<file path="config.mk">
export PLATFORM = sky130hd
export DESIGN_NAME = ppc_search
export DESIGN_NICKNAME = d
export VERILOG_FILES = /design/src/rtl/core/ppc_pkg.sv /design/src/rtl/core/ppc_search.sv
export SDC_FILE = /design/constraint.sdc
export NUM_CORES = 1
export LEC_CHECK = 0
export BUFFER_PORTS_ARGS = -buffer_cell sky130_fd_sc_hd__buf_4
export CAP_MARGIN = 15
export CORE_MARGIN = 3
export CORE_UTILIZATION = 38
export CTS_CLUSTER_DIAMETER = 40
export DETAILED_ROUTE_END_ITERATION = 10
export HOLD_SLACK_MARGIN = 0.12
export PLACE_DENSITY = 0.7
export SLEW_MARGIN = 30
export SYNTH_ARGS = -nofsm -noshare
export SYNTH_HDL_FRONTEND = slang
export SYNTH_SLANG_ARGS = --single-unit
</file>
<file path="constraint.sdc">
create_clock -name i_clk -period 10.6 [get_ports i_clk]
set_clock_uncertainty 0.2 [all_clocks]
set_input_delay 0 -clock i_clk [delete_from_list [all_inputs] [get_ports i_clk]]
set_output_delay 0 -clock i_clk [all_outputs]
set_load 0.005 [all_outputs]
</file>
<file path="src/rtl/core/ppc_pkg.sv">
// Shared constants and types of the patience pile counter.
// No dependencies.
package ppc_pkg;

    localparam int unsigned MAX_PILES_DEF = 1024;
    localparam int unsigned DW            = 32;
    localparam int unsigned PCW           = 11;

    typedef struct packed {
        logic [PCW-1:0] pile_count;
        logic           overflow;
    } t_res;

endpackage

</file>
<file path="src/rtl/core/ppc_search.sv">
// Binary search sequencer: searches the tail memory, then replaces or appends a tail.
// Depends on ppc_pkg; drives ppc_tail_mem.
module ppc_search
    import ppc_pkg::*;
#(
    parameter int unsigned MAX_PILES = MAX_PILES_DEF,
    parameter int unsigned AW        = $clog2(MAX_PILES),
    parameter int unsigned CW        = $clog2(MAX_PILES + 1)
) (
    input  logic                 i_clk,
    input  logic                 i_rst_n,
    input  logic                 i_start,
    input  logic signed [DW-1:0] i_value,
    input  logic                 i_start_req,
    output logic                 o_busy,
    output logic                 o_res_valid,
    output t_res                 o_res,
    input  logic                 i_res_take,
    output logic [AW-1:0]        o_rd_addr,
    input  logic [DW-1:0]        i_rd_data,
    output logic                 o_wr_en,
    output logic [AW-1:0]        o_wr_addr,
    output logic [DW-1:0]        o_wr_data
);

    typedef enum logic [3:0] {
        S_IDLE   = 4'b0001,
        S_SEARCH = 4'b0010,
        S_WRITE  = 4'b0100,
        S_DONE   = 4'b1000
    } t_state;

    localparam logic [CW-1:0] MAX_C = CW'(MAX_PILES);

    t_state        r_state, n_state;
    logic [CW-1:0] r_lo, n_lo;
    logic [CW-1:0] r_hi, n_hi;
    logic [CW-1:0] r_mid, n_mid;
    logic [CW-1:0] r_n, n_n;
    logic [CW-1:0] r_count, n_count;
    logic [DW-1:0] r_value, n_value;
    t_res          r_res, n_res;

    logic          less;
    logic [CW-1:0] s_lo, s_hi;
    logic [CW-1:0] n0;
    logic          found;
    logic [CW+PCW-1:0] cnt_ext;

    assign less  = $signed(i_rd_data) < $signed(r_value);
    assign s_lo  = less ? r_lo : r_mid + 1'b1;
    assign s_hi  = less ? r_mid : r_hi;
    assign n0    = i_start_req ? '0 : r_count;
    assign found = r_lo != r_n;

    always_comb begin
        n_state = r_state;
        n_lo    = r_lo;
        n_hi    = r_hi;
        n_mid   = r_mid;
        n_n     = r_n;
        n_count = r_count;
        n_value = r_value;
        n_res   = r_res;
        cnt_ext = '0;
        unique case (r_state)
            S_IDLE: begin
                if (i_start) begin
                    n_value = i_value;
                    n_n     = n0;
                    n_lo    = '0;
                    n_hi    = n0;
                    n_mid   = n0 >> 1;
                    n_state = (n0 == '0) ? S_WRITE : S_SEARCH;
                end
            end
            S_SEARCH: begin
                // Tail at r_mid is on the read port now; narrow the window.
                n_lo  = s_lo;
                n_hi  = s_hi;
                n_mid = s_lo + ((s_hi - s_lo) >> 1);
                if (s_lo >= s_hi) begin
                    n_state = S_WRITE;
                end
            end
            S_WRITE: begin
                if (!found && r_n != MAX_C) begin
                    n_count = r_n + 1'b1;
                end else begin
                    n_count = r_n;
                end
                cnt_ext          = {{PCW{1'b0}}, n_count};
                n_res.pile_count = cnt_ext[PCW-1:0];
                n_res.overflow   = !found && r_n == MAX_C;
                n_state          = S_DONE;
            end
            S_DONE: begin
                if (i_res_take) begin
                    n_state = S_IDLE;
                end
            end
            default: n_state = S_IDLE;
        endcase
    end

    always_ff @(posedge i_clk) begin
        if (!i_rst_n) begin
            r_state <= S_IDLE;
            r_count <= '0;
        end else begin
            r_state <= n_state;
            r_count <= n_count;
        end
        r_lo    <= n_lo;
        r_hi    <= n_hi;
        r_mid   <= n_mid;
        r_n     <= n_n;
        r_value <= n_value;
        r_res   <= n_res;
    end

    // The replace index and the append index are both the final low bound.
    assign o_rd_addr   = n_mid[AW-1:0];
    assign o_wr_en     = (r_state == S_WRITE) && (found || r_n != MAX_C);
    assign o_wr_addr   = r_lo[AW-1:0];
    assign o_wr_data   = r_value;
    assign o_busy      = r_state != S_IDLE;
    assign o_res_valid = r_state == S_DONE;
    assign o_res       = r_res;

endmodule

</file>
==> results.toml, run 1 <==
[finish]
n_fill_cell = 1434
syn2layout_area_growth_pct = 28.8
drive_gt1_frac = 0.235
diodes = 0
fin_area_um2 = 8150
nets = 903
utilization = 0.506

[logic_synthesis]
yosys_warnings = 0
synth_nets = 749
synth_area_per_cell_um2 = 10.1
synth.largest_area_cell = "edfxtp_1"
netlist_instances = 624
synth_edf_count = 78
syn_area_um2 = 6330
ys_ff_latch = 103
synth_cell_types = 58
ys.flop_type = "edfxtp_1"
ys_async_sr_fraction = 0
synth.area.top_cells = "edfxtp_1 (37%), ha_1 (11%), dfxtp_1 (7.9%), nand2_1 (3.6%), xor2_1 (3.6%)"
netlist_top_cells_count = "edfxtp_1 (78), nand2_1 (61), ha_1 (54), inv_1 (54), nor2_1 (42)"
ys_seq_area_frac = 0.449
synth_top_area_frac = 0.370
synth.most_common_cell = "edfxtp_1"

[clock_network]
cts_buffer_depth = 2
cts_root_buf = "clkbuf_16"
cts_buffers = 9
numClockSinks = 103
cts_tree = "yes"
postCtsResizedCells = 0
clkSlewWorstSetupHoldPaths_ps = 70
clk_latency_ps = 340
cts.htree.levels = 3

[route]
vias_per_cell = 5.03
avgRoutedWirePerCell_um = 16.2
route.detailed.drc = 0
wirelength_um = 16200
drtPass1Iterations = 5
vias = 5023
drtIter0Drc = 426
drtAntennaViolNets = 0

[status]
status = "complete, no violations"

[sta]
grt_setup_unrepaired = "no"
finalSetupViolations = 0
slew-limit-headroom = 0.408
finalSetupTns_ps = 0
hold_viol = 0
drv_slew = 0
fmax_mhz = 147
period_share = 0.643
period_minus_slack_ps = 6810
worst_slew_pin_slew_ps = 887

[power_and_ir_drop]
p_per_area_nw_per_um2 = 334
totalPowerFinal_mw = 2.73
p_leak_nw = 3.53
vdd_drop_max_v = 0.000166

[die]
io_pins = 136
dieHeight_um = 135
die_width_um = 135
rows = 46
fp.dieArea_um2 = 18200
initial_core_util = 0.393
core-area_um2 = 16100

[worst_setup_path]
r2r_end = "r_mid[10]"
arrival_ps = 6610
critPathKind = "flip-flop to output pin"
reg2reg_slack_ps = 4070
start_kind = "flip-flop"
regToRegStartpoint = "o_wr_data[27]"
end_kind = "output pin"
reg2reg_depth = 23
slowest_delay_ps = 640
cp.required_ps = 10400
cp_cell_sequence = "inv_1 -> ha_1 -> nand2_1 -> o21ai_0 -> o22ai_1 -> or2_2 -> a21oi_2 -> mux2i_1 -> ha_1 -> a21o_1 -> a21o_1 -> and3_1 -> mux2i_1 -> nand2_1 -> xor2_1 -> ha_1 -> nand2_1 -> or2_2 -> a211oi_1 -> a2111oi_2 -> nor2_1 -> xnor2_1 -> o21ai_0 -> buf_4"
cp_max_fo = 18
cpMaxStageDelayCell = "mux2i_1"

[global_routing]
antenna_found_initial = 0
grt_pass1_vias = 4860
grt_start_max_net_pins = 55
grt-ovfl-total = 0
grt_usage = 0.174
grt_pass1_wl_um = 25100

[run]
cap_violations = 0

[placement]
routabilityCongestion = 0.867
placedInstanceArea_um2 = 7450
hpwl_um = 11900
portBuffers = 135

[hold_path]
min-delay-start = "i_value[4]"
min_to = "o_wr_data[4]"
holdPathStages = 2
hold_path_class = "primary input to flip-flop"
## metrics by stage
step / setup slack [ps] / std cells / hold slack, ps
floorplan: 5030 / 624 / -101
global placement: 4200 / 945 / -22.2
detailed placement: 4100 / 945 / -20.7
CTS: 3750 / 999 / 158
global route: 3200 / 999 / 161
finish: 3790 / 999 / 180
## worst max-delay path, delay by kind of cell (launching register included)
family,cells,cell delay (ps)
XOR/XNOR,2,230
AO/OA/AOI/OAI,8,2140
buffers and inverters,2,220
flip-flops,1,370
AND/OR/NAND/NOR,7,1350
adder cells (fa/ha/maj),3,1020
multiplexers,2,930
## state kept, by name (all words and copies together), names as in the netlist
register	flops
r_n	11
r_lo	11
r_count	11
o_res	12
o_wr_data	32
r_state	4
r_hi	11
r_mid	11
## where the power goes
group	total (mW)	internal, mW	leakage [nW]	switching, mW
logic	1.72	0.768	2.43	0.951
registers	0.659	0.570	0.947	0.0887
clock network	0.348	0.191	0.155	0.157
total	2.73	1.53	3.53	1.20
## metal layers
metal / up-vias / track usage / routed length, um
met1: 2321 / 0.231 / 7200
met4: 0 / 0.0566 / 387
met2: 173 / 0.288 / 7580
met5: - / 0 / 0
met3: 30 / 0.0339 / 1050
li1: 2499 / - / -
## layout make-up
class	instances	area, um2	area share
clock inverter	5	42.5	0.00522
multi-input combinational	433	3090	0.379
sequential	103	2840	0.349
inverter	54	203	0.0249
tap	216	270	0.0332
timing repair buffer	177	1420	0.175
clock buffer	11	275	0.0338
## repair_timing
action / CTS / global route
setup endpoints to repair: 0 / 0
buffers inserted: 0 / 0
hold endpoints to repair: 71 / 0
hold buffers: 38 / 0
## layout by cell type, fill, tap and decap left out, drive strengths merged, types with 25 or more instances in the layout
master / instances
dlygate4sd3: 38
ha: 54
edfxtp: 78
xor2: 26
dfxtp: 25
inv: 57
nor2: 42
buf: 139
nand2: 61
a21oi: 35
## cell families (layout without fill, tap and decap cells)
group                      after synthesis  in the layout  share of synthesized area
buffers and inverters                   88            247                     0.0643
xor gates and xnor gates                45             45                     0.0623
AOI/OAI and AO/OA                      102            102                      0.106
adders and majority gates               58             58                      0.117
DFF                                    103            103                      0.449
and+or+nand+nor                        206            206                      0.165
muxes                                   22             22                     0.0372
## worst max path at each step
stage	end	cells past startpoint	slack, ps	start
final	o_rd_addr[8]	24	3790	o_wr_data[27]
after global routing	o_rd_addr[8]	24	3200	o_wr_data[27]
after CTS	o_rd_addr[8]	24	3750	o_wr_data[27]
after detailed placement	r_mid[10]	23	4100	o_wr_data[27]
after global placement	r_mid[10]	23	4200	o_wr_data[25]
after floorplan	r_mid[10]	27	5030	o_wr_data[13]
No activity file was read; power rests on OpenSTA's default activity.
==> inputs of run 2 (changes only) <==
==> constraint.sdc (replaced) <==
create_clock -name i_clk -period 6.7 [get_ports i_clk]
set_clock_uncertainty 0.2 [all_clocks]
set_input_delay 0 -clock i_clk [delete_from_list [all_inputs] [get_ports i_clk]]
set_output_delay 0 -clock i_clk [all_outputs]
set_load 0.005 [all_outputs]
==> run 2 against run 1 <==
Flip-flop and latch count unchanged. Register-to-register slack worse by 3300 ps. Global-route usage shrank 0.080 points. Core utilization increased by 0.11 points. Clock power up 47%. Sequential power is 58% higher. Routed wire length shrank 1.4%. Count of clock-buffer cells in the layout is the same. Die area unchanged. Sequential share of layout area shrank 0.075 points. Total power rose by 58%. First-iteration DRC count down 14%. Critical endpoint unchanged. Largest cell class unchanged.
==> results.toml, run 2 (synthesized netlist as in run 1, its figures left out) <==
[status]
status = "complete, no violations"

[route]
drtIter0Drc = 367
avgRoutedWirePerCell_um = 16.0
route.detailed.drc = 0
drtPass1Iterations = 5
vias = 5030
drtAntennaViolNets = 0
vias_per_cell = 5.02
wirelength_um = 16000

[finish]
fin_area_um2 = 8170
diodes = 0
drive_gt1_frac = 0.241
finalNonFillerCells = 1001
nets = 905
layout_commonest_cell = "buf_4"
final_cell_mix = "buf_4 (140), edfxtp_1 (78), nand2_1 (61)"
syn2layout_area_growth_pct = 29.1
largest_reg_flops = 32
utilization = 0.507

[power_and_ir_drop]
p_leak_nw = 3.53
vdd_drop_max_v = 0.000269
p_per_area_nw_per_um2 = 526
totalPowerFinal_mw = 4.30

[sta]
fin_ws_ps = 526
fmax_mhz = 162
finalSetupTns_ps = 0
slew-limit-headroom = 0.408
grt_setup_unrepaired = "no"
holdWs_ps = 176
drv_slew = 0
hold_viol = 0
worst_slew_pin_slew_ps = 886
period_share = 0.921
finalSetupViolations = 0
period_minus_slack_ps = 6170

[placement]
place_inst = 946
hpwl_um = 12000
routabilityCongestion = 0.871
place_ws_ps = 557
placedInstanceArea_um2 = 7460
portBuffers = 135

[clock_network]
cts_buffers = 9
clk_latency_ps = 340
cts_tree = "yes"
cts_root_buf = "clkbuf_16"
cts.htree.levels = 3
clkSlewWorstSetupHoldPaths_ps = 70
cts_buffer_depth = 2
numClockSinks = 103
postCtsSetupBuffers = 0

[die]
die_width_um = 135
io_pins = 136
fp.dieArea_um2 = 18200
core-area_um2 = 16100
rows = 46
dieHeight_um = 135
initial_core_util = 0.393

[global_routing]
grt_start_max_net_pins = 55
grt_usage = 0.173
grt_pass1_vias = 4832
grt_pass1_wl_um = 25200
grt-ovfl-total = 0
antenna_found_initial = 0

[run]
cap_violations = 0

[worst_setup_path]
end_kind = "output pin"
critPathKind = "flip-flop to output pin"
cp.required_ps = 6500
arrival_ps = 5970
cp_max_fo = 15
start_kind = "flip-flop"

[hold_path]
hold_path_class = "primary input to flip-flop"
==> run 2: cell count changes in the layout (fill, tap and decap cells not counted), sizes merged <==
cell         previous run  this run
dlygate4sd3            38        39
clkinv                  1         3
buf                   139       140
inv                    57        55
==> run 2: repair_timing <==
item,in CTS,in global routing
gates resized for setup,0,7
hold buffers,39,0
hold endpoints to repair,70,0
setup endpoints to repair,0,2
==> run 2: final timing paths <==
| check | startpoint | to | slack [ps] | cells after the start |
|---|---|---|---|---|
| setup reg to reg | o_wr_data[27] | r_mid[10] | 730 | 25 |
| hold / removal | i_value[1] | o_wr_data[1] | 180 | 2 |
| setup / recovery | o_wr_data[27] | o_rd_addr[8] | 530 | 26 |
| hold reg to reg | r_count[7] | r_count[7] | 270 | 2 |
==> run 2: layout make-up <==
| cell class | count | area, um2 |
|---|---|---|
| Clock buffer | 11 | 254 |
| Multi-Input combinational cell | 433 | 3130 |
| Sequential cell | 103 | 2840 |
| Tap cell | 216 | 270 |
| Fill cell | 1475 | 7950 |
| Inverter | 54 | 203 |
| Clock inverter | 5 | 31.3 |
| Timing Repair Buffer | 179 | 1440 |
==> run 2: layer usage <==
metal | vias to the layer above | share of wire | track usage
met3 | 14 | 0.073 | 0.0395
met4 | 0 | 0.010 | 0.0398
met2 | 172 | 0.48 | 0.293
met1 | 2337 | 0.44 | 0.228
met5 | - | 0 | 0
li1 | 2507 | - | -
==> run 2: report_power, final <==
part | internal [mW] | switching [mW]
clock network | 0.275 | 0.237
logic | 1.23 | 1.51
registers | 0.902 | 0.140
==> run 2: worst max-delay path, stage by stage (launching register included) <==
cell and delay [ps]:
edfxtp_1 370, inv_1 50, ha_1 300, nand4_1 160, nor4_1 360, a31oi_1 160, a31oi_2 280, a21o_4 300
nor2_1 60, a21oi_1 240, ha_1 210, inv_1 70, fa_1 400, a21o_1 190, a21oi_1 210, o21bai_1 90
a21oi_1 210, xnor2_1 150, ha_1 310, nand2_1 180, or2_2 170, o21ai_0 110, a2111oi_2 450, nor2_1 110
xnor2_1 130, o21ai_1 200, buf_4 160
